$ cat config.mk
export PLATFORM = sky130hd
export DESIGN_NAME = mlt_ctrl
export DESIGN_NICKNAME = d
export VERILOG_FILES = /design/src/sv/mlt_pkg.sv /design/src/sv/mlt_entry_cmp.sv /design/src/sv/mlt_ctrl.sv
export SDC_FILE = /design/constraint.sdc
export NUM_CORES = 1
export LEC_CHECK = 0
export ABC_AREA = 1
export BUFFER_PORTS_ARGS = -buffer_cell sky130_fd_sc_hd__buf_2
export CAP_MARGIN = 20
export CORE_ASPECT_RATIO = 0.7
export CORE_MARGIN = 5
export CORE_UTILIZATION = 50
export CTS_BUF_LIST = sky130_fd_sc_hd__clkbuf_8
export DETAILED_ROUTE_END_ITERATION = 16
export PLACE_DENSITY_LB_ADDON = 0.1
export RECOVER_POWER = 25
export SYNTH_ARGS = -nofsm -noshare
export SYNTH_HDL_FRONTEND = slang
export SYNTH_HIERARCHICAL = 1
export SYNTH_SLANG_ARGS = --single-unit
export TNS_END_PERCENT = 20
$ cat constraint.sdc
create_clock -name clk -period 8.8 [get_ports clk]
set_clock_uncertainty 0.15 [all_clocks]
set_input_delay 1.76 -clock clk [delete_from_list [all_inputs] [get_ports clk]]
set_output_delay 1.76 -clock clk [all_outputs]
set_load 0.005 [all_outputs]
$ cat src/sv/mlt_pkg.sv
// Shared types, constants and helpers for the MAC learning table.
`default_nettype none
package mlt_pkg;

    localparam int BUCKETS = 1024;
    localparam int WAYS = 4;
    localparam int SLOTS = BUCKETS * WAYS;
    localparam int SLOT_W = $clog2(SLOTS);
    localparam int WAY_W = (WAYS > 1) ? $clog2(WAYS) : 1;
    localparam int BKT_W = $clog2(BUCKETS);

    localparam int FUNC_W = 2;
    localparam int MAC_W = 48;
    localparam int IP_W = 32;
    localparam int PORT_W = 16;
    localparam int TIME_W = 32;
    localparam int TTL_W = 16;
    localparam int STAT_W = 3;
    localparam int CNT_W = 13;
    localparam int CNT_MAX = 8191;
    localparam int TTL_RESET = 60;

    // byte sum of a MAC is at most 6*255
    localparam int SUM_W = 11;
    localparam int RECIP_SH = 22;
    localparam int RECIP = (1 << RECIP_SH) / BUCKETS;
    localparam int RECIP_W = $clog2(RECIP + 1);
    localparam int PROD_W = SUM_W + RECIP_W;

    localparam logic [FUNC_W-1:0] FN_LOOKUP = 2'd0;
    localparam logic [FUNC_W-1:0] FN_LEARN  = 2'd1;
    localparam logic [FUNC_W-1:0] FN_SWEEP  = 2'd2;

    localparam logic [STAT_W-1:0] STAT_HIT     = 3'd0;
    localparam logic [STAT_W-1:0] STAT_MISS    = 3'd1;
    localparam logic [STAT_W-1:0] STAT_NEW     = 3'd2;
    localparam logic [STAT_W-1:0] STAT_REFRESH = 3'd3;
    localparam logic [STAT_W-1:0] STAT_FULL    = 3'd4;
    localparam logic [STAT_W-1:0] STAT_SWEEP   = 3'd5;

    typedef struct packed {
        logic [FUNC_W-1:0] func;
        logic [MAC_W-1:0]  mac_address;
        logic [IP_W-1:0]   dest_ip;
        logic [PORT_W-1:0] dest_port;
        logic [TIME_W-1:0] now_seconds;
    } req_t;

    typedef struct packed {
        logic [STAT_W-1:0] status;
        logic [IP_W-1:0]   found_ip;
        logic [PORT_W-1:0] found_port;
        logic [CNT_W-1:0]  removed_count;
    } res_t;

    typedef struct packed {
        logic              valid;
        logic [MAC_W-1:0]  mac;
        logic [IP_W-1:0]   ip;
        logic [PORT_W-1:0] port;
        logic [TIME_W-1:0] stamp;
    } entry_t;

    typedef struct packed {
        logic              en;
        logic [SLOT_W-1:0] addr;
        entry_t            data;
    } tbl_wr_t;

    typedef struct packed {
        logic match;
        logic free;
        logic expired;
    } cmp_t;

    function automatic logic [SUM_W-1:0] byte_sum(input logic [MAC_W-1:0] mac);
        logic [SUM_W-1:0] acc;
        acc = '0;
        for (int b = 0; b < 6; b++)
        begin
            acc = acc + SUM_W'(mac[8*b +: 8]);
        end
        return acc;
    endfunction

endpackage
`default_nettype wire

$ cat src/sv/mlt_entry_cmp.sv
// Shared entry compare unit: MAC match, free way and age check.
`default_nettype none
module mlt_entry_cmp
    import mlt_pkg::*;
(
    input  wire entry_t            entry,
    input  wire logic [MAC_W-1:0]  mac,
    input  wire logic [TIME_W-1:0] now,
    input  wire logic [TTL_W-1:0]  ttl,
    output cmp_t                   res
);

    logic [TIME_W:0] limit;

    always_comb
    begin
        limit = {1'b0, entry.stamp} + (TIME_W+1)'(ttl);
        res.match = entry.valid && (entry.mac == mac);
        res.free = !entry.valid;
        res.expired = entry.valid && (limit < {1'b0, now});
    end

endmodule
`default_nettype wire

$ cat src/sv/mlt_ctrl.sv
// Sequencer: hash, way scan, learn write, age sweep and clearing pass.
`default_nettype none
module mlt_ctrl
    import mlt_pkg::*;
(
    input  wire logic              clk,
    input  wire logic              rst_n,
    input  wire logic              in_valid,
    output logic                   in_ready,
    input  wire req_t              in_word,
    input  wire logic [TTL_W-1:0]  ttl,
    output logic                   res_valid,
    output res_t                   res,
    input  wire logic              res_taken,
    output tbl_wr_t                wr,
    output logic [SLOT_W-1:0]      rd_addr,
    input  wire entry_t            rd_data
);

    localparam logic [3:0] S_CLEAR = 4'd0;
    localparam logic [3:0] S_IDLE  = 4'd1;
    localparam logic [3:0] S_HQ    = 4'd2;
    localparam logic [3:0] S_HR    = 4'd3;
    localparam logic [3:0] S_RD    = 4'd4;
    localparam logic [3:0] S_CK    = 4'd5;
    localparam logic [3:0] S_WR    = 4'd6;
    localparam logic [3:0] S_RESP  = 4'd7;

    logic [3:0]        state_reg, state_next;
    logic [SLOT_W-1:0] slot_reg, slot_next;
    logic [WAY_W-1:0]  way_reg, way_next;
    logic              free_found_reg, free_found_next;
    logic [SLOT_W-1:0] free_slot_reg, free_slot_next;
    logic [SLOT_W-1:0] wr_slot_reg, wr_slot_next;
    logic [CNT_W-1:0]  removed_reg, removed_next;
    logic [STAT_W-1:0] status_reg, status_next;

    req_t              req_reg;
    logic [SUM_W-1:0]  sum_reg;
    logic [SUM_W-1:0]  q_reg;
    logic [BKT_W-1:0]  bucket_reg;
    logic [IP_W-1:0]   fip_reg;
    logic [PORT_W-1:0] fport_reg;

    logic [PROD_W-1:0] prod;
    logic [SUM_W-1:0]  rem;
    logic [SLOT_W-1:0] way_slot;
    logic              way_last;
    logic              slot_last;
    logic              sweep;
    cmp_t              cmp;

    mlt_entry_cmp u_cmp (
        .entry (rd_data),
        .mac   (req_reg.mac_address),
        .now   (req_reg.now_seconds),
        .ttl   (ttl),
        .res   (cmp)
    );

    always_comb
    begin
        prod = PROD_W'(sum_reg) * PROD_W'(RECIP);
        rem = sum_reg - SUM_W'(PROD_W'(q_reg) * PROD_W'(BUCKETS));
        way_slot = SLOT_W'(bucket_reg) * SLOT_W'(WAYS) + SLOT_W'(way_reg);
        way_last = (way_reg == WAY_W'(WAYS - 1));
        slot_last = (slot_reg == SLOT_W'(SLOTS - 1));
        sweep = (req_reg.func == FN_SWEEP);
        rd_addr = sweep ? slot_reg : way_slot;
        in_ready = (state_reg == S_IDLE);
        res_valid = (state_reg == S_RESP);
        res.status = status_reg;
        res.found_ip = fip_reg;
        res.found_port = fport_reg;
        res.removed_count = removed_reg;
    end

    // write port
    always_comb
    begin
        wr.en = 1'b0;
        wr.addr = slot_reg;
        wr.data = '0;
        unique case (state_reg)
            S_CLEAR:
            begin
                wr.en = 1'b1;
            end
            S_WR:
            begin
                wr.en = 1'b1;
                wr.addr = wr_slot_reg;
                wr.data.valid = 1'b1;
                wr.data.mac = req_reg.mac_address;
                wr.data.ip = req_reg.dest_ip;
                wr.data.port = req_reg.dest_port;
                wr.data.stamp = req_reg.now_seconds;
            end
            S_CK:
            begin
                wr.en = sweep && cmp.expired;
                wr.data = rd_data;
                wr.data.valid = 1'b0;
            end
            default:
            begin
                wr.en = 1'b0;
            end
        endcase
    end

    always_comb
    begin
        state_next = state_reg;
        slot_next = slot_reg;
        way_next = way_reg;
        free_found_next = free_found_reg;
        free_slot_next = free_slot_reg;
        wr_slot_next = wr_slot_reg;
        removed_next = removed_reg;
        status_next = status_reg;
        unique case (state_reg)
            S_CLEAR:
            begin
                slot_next = slot_reg + SLOT_W'(1);
                if (slot_last)
                begin
                    state_next = S_IDLE;
                end
            end
            S_IDLE:
            begin
                if (in_valid)
                begin
                    slot_next = '0;
                    way_next = '0;
                    free_found_next = 1'b0;
                    removed_next = '0;
                    status_next = STAT_MISS;
                    unique case (in_word.func)
                        FN_LOOKUP, FN_LEARN: state_next = S_HQ;
                        FN_SWEEP:
                        begin
                            status_next = STAT_SWEEP;
                            state_next = S_RD;
                        end
                        default: state_next = S_RESP;
                    endcase
                end
            end
            S_HQ:
            begin
                state_next = S_HR;
            end
            S_HR:
            begin
                state_next = S_RD;
            end
            S_RD:
            begin
                state_next = S_CK;
            end
            S_CK:
            begin
                if (sweep)
                begin
                    if (cmp.expired && (removed_reg != CNT_W'(CNT_MAX)))
                    begin
                        removed_next = removed_reg + CNT_W'(1);
                    end
                    slot_next = slot_reg + SLOT_W'(1);
                    state_next = slot_last ? S_RESP : S_RD;
                end
                else if (cmp.match)
                begin
                    if (req_reg.func == FN_LOOKUP)
                    begin
                        status_next = STAT_HIT;
                        state_next = S_RESP;
                    end
                    else
                    begin
                        status_next = STAT_REFRESH;
                        wr_slot_next = way_slot;
                        state_next = S_WR;
                    end
                end
                else
                begin
                    if (cmp.free && !free_found_reg)
                    begin
                        free_found_next = 1'b1;
                        free_slot_next = way_slot;
                    end
                    if (!way_last)
                    begin
                        way_next = way_reg + WAY_W'(1);
                        state_next = S_RD;
                    end
                    else if (req_reg.func == FN_LOOKUP)
                    begin
                        status_next = STAT_MISS;
                        state_next = S_RESP;
                    end
                    else if (free_found_reg)
                    begin
                        status_next = STAT_NEW;
                        wr_slot_next = free_slot_reg;
                        state_next = S_WR;
                    end
                    else if (cmp.free)
                    begin
                        status_next = STAT_NEW;
                        wr_slot_next = way_slot;
                        state_next = S_WR;
                    end
                    else
                    begin
                        status_next = STAT_FULL;
                        state_next = S_RESP;
                    end
                end
            end
            S_WR:
            begin
                state_next = S_RESP;
            end
            S_RESP:
            begin
                if (res_taken)
                begin
                    state_next = S_IDLE;
                end
            end
            default:
            begin
                state_next = S_IDLE;
            end
        endcase
    end

    always_ff @(posedge clk or negedge rst_n)
    begin
        if (!rst_n)
        begin
            state_reg <= S_CLEAR;
            slot_reg <= '0;
            way_reg <= '0;
            free_found_reg <= 1'b0;
            free_slot_reg <= '0;
            wr_slot_reg <= '0;
            removed_reg <= '0;
            status_reg <= STAT_MISS;
        end
        else
        begin
            state_reg <= state_next;
            slot_reg <= slot_next;
            way_reg <= way_next;
            free_found_reg <= free_found_next;
            free_slot_reg <= free_slot_next;
            wr_slot_reg <= wr_slot_next;
            removed_reg <= removed_next;
            status_reg <= status_next;
        end
    end

    // payload, no reset
    always_ff @(posedge clk)
    begin
        if (state_reg == S_IDLE && in_valid)
        begin
            req_reg <= in_word;
            sum_reg <= byte_sum(in_word.mac_address);
            fip_reg <= '0;
            fport_reg <= '0;
        end
        if (state_reg == S_HQ)
        begin
            q_reg <= SUM_W'(prod >> RECIP_SH);
        end
        if (state_reg == S_HR)
        begin
            if (PROD_W'(rem) >= PROD_W'(BUCKETS))
            begin
                bucket_reg <= BKT_W'(PROD_W'(rem) - PROD_W'(BUCKETS));
            end
            else
            begin
                bucket_reg <= BKT_W'(rem);
            end
        end
        if (state_reg == S_CK && !sweep && cmp.match && req_reg.func == FN_LOOKUP)
        begin
            fip_reg <= rd_data.ip;
            fport_reg <= rd_data.port;
        end
    end

endmodule
`default_nettype wire

# Word level (Yosys, flattened, before mapping)
# Cells that the tools add are included.
# W data, S select, Z words.
[classes]
addsub = 12
n_reduce_logical = 29
muxes = 55
eq_ne = 25
bitwise = 3
order_cmp = 2
[op_table]
columns = ["cell", "count"]
rows = [
  ["$pmux W129 S2", 1],
  ["$mux W12", 10],
  ["$mux W32", 2],
  ["$eq A48 B48 Y1", 1],
  ["$mux W13", 3],
  ["$pmux W12 S3", 1],
  ["$add A32 B16 Y33", 1],
  ["$lt A33 B32 Y1", 1],
  ["$mux W16", 2],
  ["$pmux W4 S8", 1],
  ["$pmux W13 S2", 1],
  ["$mux W3", 8],
  ["$add A11 B8 Y11", 2],
  ["$mux W4", 5],
  ["$eq A4 B3 Y1 const B", 4],
  ["$ne A2 B2 Y1 const B", 8],
  ["$reduce_and A5 Y1", 3],
  ["$mux W2", 7],
  ["$add A13 B1 Y13 const B", 1],
  ["$ne A13 B13 Y1 const B", 1],
  ["$add A12 B1 Y12 const B", 1],
  ["$add A12 B2 Y12", 1],
  ["$eq A12 B12 Y1 const B", 1],
  ["$pmux W3 S2", 2],
  ["28 further kinds", 58],
]
[totals]
elab_cells = 144
input_bits = 279
output_inout_bits = 220
reg_bits = 259

# Depth between registers and ports, before layout
[logic_depth]
ltp_word = 7
ltp_mapped = 28
depth_no_buf = 27

# Cells and area by module
# Netlist, hierarchy kept.
[modules_own_cells]
columns = ["mod", "instances", "seq_area_each_um2", "area_per_inst_um2", "cells_each"]
rows = [
  ["mlt_ctrl", 1, 7398.3, 12348.1, 1151],
  ["mlt_entry_cmp", 1, 0.0, 2865.2, 495],
]

# Worst setup path before layout
# OpenSTA, ideal clock, no wires.
[synth_timing]
path_type = "input to register"
startpoint = "input port in_valid"
endpoint = "register fip_reg[0], enable pin"
cell_stages = 5
path_slack_ns = 1.105
setup_time_ns = 0.407
path_buffers = 1
arrival_ns = 7.139
t_required_ns = 8.243
path_cell_list = "inv_1 nor2_2 inv_2 clkbuf_1 nand2_1"
[synth_between]
elab_chain_cells = 2
[synth_lines]
columns = ["item", "line_no", "text"]
rows = [
  ["from (decl)", "mlt_ctrl.sv:8", "input wire logic in_valid,"],
  ["$logic_and A1 B1 Y1", "mlt_ctrl.sv:271", "if (state_reg == S_IDLE && in_valid)"],
  ["$reduce_bool A2 Y1 (no line)", "-", ""],
  ["to (signal assigned)", "mlt_ctrl.sv:295", "fip_reg <= rd_data.ip;"],
  ["to (decl)", "mlt_ctrl.sv:42", "logic [IP_W-1:0] fip_reg;"],
]
# No other way between the ends.
# A chain may end at the register's enable or synchronous reset.

==> out/metrics.yaml <==
run_status:
  outcome: "complete, but fails checks"
  violations: "max-capacitance violations, max-slew violations"
setup_path:
  worst-r2r-cell-count: 11
  end_kind: "output pin"
  crit_type: "input pin to output pin"
  slowest_delay_ns: 0.42
  critPathBufInv: 4
  required_ns: 6.89
  critPathMaxFanout: 5
  slowest_stage: "fa_1"
  cp_top_family: "simple AND/OR/NAND/NOR gates"
  start_kind: "input pin"
  cp_common_cell: "nand2_2"
  rrSetupSlack_ns: 4.27
  crit_arrival_ns: 5.15
  reg2reg_to: "fip_reg[5]"
  crit_chain: "buf_2, ha_1, inv_1, fa_1, inv_1, nand3_1, nand2_2, nand2_1, nand2_2, nand2_2, nand2_2, nand3_1, xor2_1, ha_1, nand4_1, nor3b_1, nand2_1, nor3_1, nor2_2, a311o_1, buf_2"
  reg2reg_from: "req_reg[88]"
synth:
  ys_seq_area_share_pct: 48.6
  ys_types: 51
  synth_top_area_share_pct: 39.1
  synth_cells: 1646
  synth_seq_cells: 256
  ys.flop_type: "edfxtp_1"
  yosys.area.top_type: "edfxtp_1"
  async_flop_share_pct: 22.7
  ys.warnings.count: 6
  synth.avg_cell_area_um2: 9.24
  ys_top_cells_by_area: "edfxtp_1 39%, dfrtp_1 9.4%, nand2_1 7.5%, inv_1 6.6%, a22o_1 4.8%"
  synthTopCellsByCount: "304 x nand2_1, 268 x inv_1, 198 x edfxtp_1"
  syn-cell-area_um2: 15200
  synth_edf_count: 198
  yosysMostFrequentCell: "nand2_1"
  syn-num-nets: 2016
placement:
  gp_congestion: 0.962
  dpl_cell_area_um2: 18000
  io_buffers: 498
  dp_hpwl_um: 38700
  placed_cells: 2511
drt:
  firstDrtPassIters: 5
  viasPerCell: 5.30
  drtIter0Drc: 1293
  drc: 0
  ant_nets: 0
  wl_um: 50100
  wl_per_cell_um: 19.3
  vias: 13800
timing:
  period_share_pct: 80.2
  hold_ws_ns: 0.252
  rsz0062_at_grt: "no"
  fmax_mhz: 142
  slew_headroom_pct: -119
  tightest_slew_ns: 3.29
  maxSlewViolCount: 59
  setup_violations: 0
  final.setup.tns_ns: 0
  hold_viol_final: 0
  finalCriticalPeriod_ns: 7.06
finish:
  final_nets: 2514
  multi_input_area_um2: 6520
  n_fill_cell: 2716
  largest_reg_flops: 130
  finalNonFillerCells: 2597
  final_cell_area_um2: 18800
  drive_above_1_share_pct: 26.4
  area_delta_synth_final_pct: 23.7
  seq_area_um2: 7400
power:
  p_per_area_nw_per_um2: 237
  finalPower_mw: 4.45
  vdd_drop_max_mv: 0.148
  power_leakage_nw: 9.14
global_route:
  grt_pass1_vias: 13600
  grt_remaining_overflow: 0
  grt_use_total_pct: 28.4
  grt_max_degree: 155
  grt_pass1_wl_um: 75800
  antenna_found_initial: 6
clock_tree:
  cts-root-buf: "clkbuf_8"
  clockBufferDepth: 3
  clock_sinks: 256
  cts_tree: "yes"
  worstSkewPairLatency_ns: 0.60
  cts-buffers-inserted: 43
  post-cts-setup-buffer-count: 0
  clk_pin_slew_ns: 0.06
  cts_hold_buf: 0
  cts_resized: 0
  cts.htree.levels: 2
floorplan:
  initial_utilization_pct: 50.6
  std_cell_rows: 53
  chipWidth_um: 218
  core_area_um2: 30000
  fp.dieH_um: 156
  num_io_pins: 499
  dieArea_um2: 34100
worst_hold_path:
  min_to: "bucket_reg[4]"
  min_from: "sum_reg[4]"
  min_path_type: "register to register"
  whs_path_depth: 0
flow_run:
  timing.max_cap.violations: 1
[layout make-up]
| type | instances | area share (%) |
|---|---|---|
| antenna | 6 | 0.0798 |
| clock buffer | 50 | 3.66 |
| clock inverter | 30 | 0.718 |
| inverter | 278 | 5.55 |
| multi-input combinational | 1059 | 34.7 |
| sequential | 256 | 39.3 |
| tap | 412 | 2.74 |
| timing repair buffer | 506 | 13.3 |
[worst reg2reg max path: cells and delay by family, from the launching register on]
kind	cells	cell delay, ns
AO/OA/AOI/OAI	1	0.56
XOR/XNOR	1	0.22
buffers and inverters	3	1.28
flip-flops	1	0.42
AND/OR/NAND/NOR	6	1.47
[through the flow]
step / setup slack (ns) / util, %
after detailed placement: 1.79 / 60.1
after CTS: 1.78 / 62.8
after floorplan: 1.10 / -
after global routing: 1.44 / 62.6
final: 1.74 / 62.6
after global placement: 1.93 / 60.1
[layer usage]
layer,global-route usage [%],vias to the layer above,share of wire (%)
met5,0,-,0.026
met4,8.34,2,2.5
met1,39.8,6631,43
met2,44.6,522,46
li1,-,6526,-
met3,6.69,75,7.6
[report_power, final]
| part | leakage, nW | internal (mW) | total [mW] | switching (mW) |
|---|---|---|---|---|
| clock | 0.502 | 0.520 | 1.02 | 0.502 |
| combinational | 6.03 | 0.624 | 1.69 | 1.06 |
| sequential | 2.61 | 1.62 | 1.74 | 0.129 |
| total | 9.14 | 2.76 | 4.45 | 1.69 |
[cell usage in the layout (no fill, tap or decap), drive strengths merged, types with 2 or more instances in the layout]
| cell | instances |
|---|---|
| xor2 | 35 |
| diode | 6 |
| clkinv | 5 |
| nor2 | 154 |
| or2 | 4 |
| nor4 | 6 |
| nand4 | 24 |
| a221oi | 2 |
| o211ai | 2 |
| fa | 33 |
| inv | 302 |
| edfxtp | 198 |
| nor3 | 24 |
| o21ai | 132 |
| nand3 | 71 |
| a31oi | 13 |
| a22o | 84 |
| nand3b | 2 |
| xnor2 | 20 |
| nand2 | 318 |
| and3 | 2 |
| nor3b | 2 |
| ha | 58 |
| a21oi | 47 |
| buf | 455 |
| a21o | 4 |
| dfrtp | 57 |
| o22ai | 9 |
| a211oi | 4 |
| o21a | 4 |
| clkbuf | 101 |
[logic make-up after synthesis]
kind of cell	Yosys count	share of synthesized area (%)
AND/OR/NAND/NOR	608	17.4
buffers and inverters	331	8.57
AO/OA/AOI/OAI	305	13.1
flip-flops	256	48.6
adder cells (fa/ha/maj)	91	9.11
XOR/XNOR	55	3.17
[worst max-delay path by stage]
stage	end	startpoint	slack, ns	cells past startpoint
after global routing	wr[141]	rd_data[0]	1.44	20
final	wr[141]	rd_data[0]	1.74	21
after global placement	wr[141]	rd_data[0]	1.93	20
after CTS	wr[141]	rd_data[0]	1.78	21
after detailed placement	wr[141]	rd_data[0]	1.79	21
after floorplan	fip_reg[0]	in_valid	1.10	5
(Power assumes the default switching activity.)
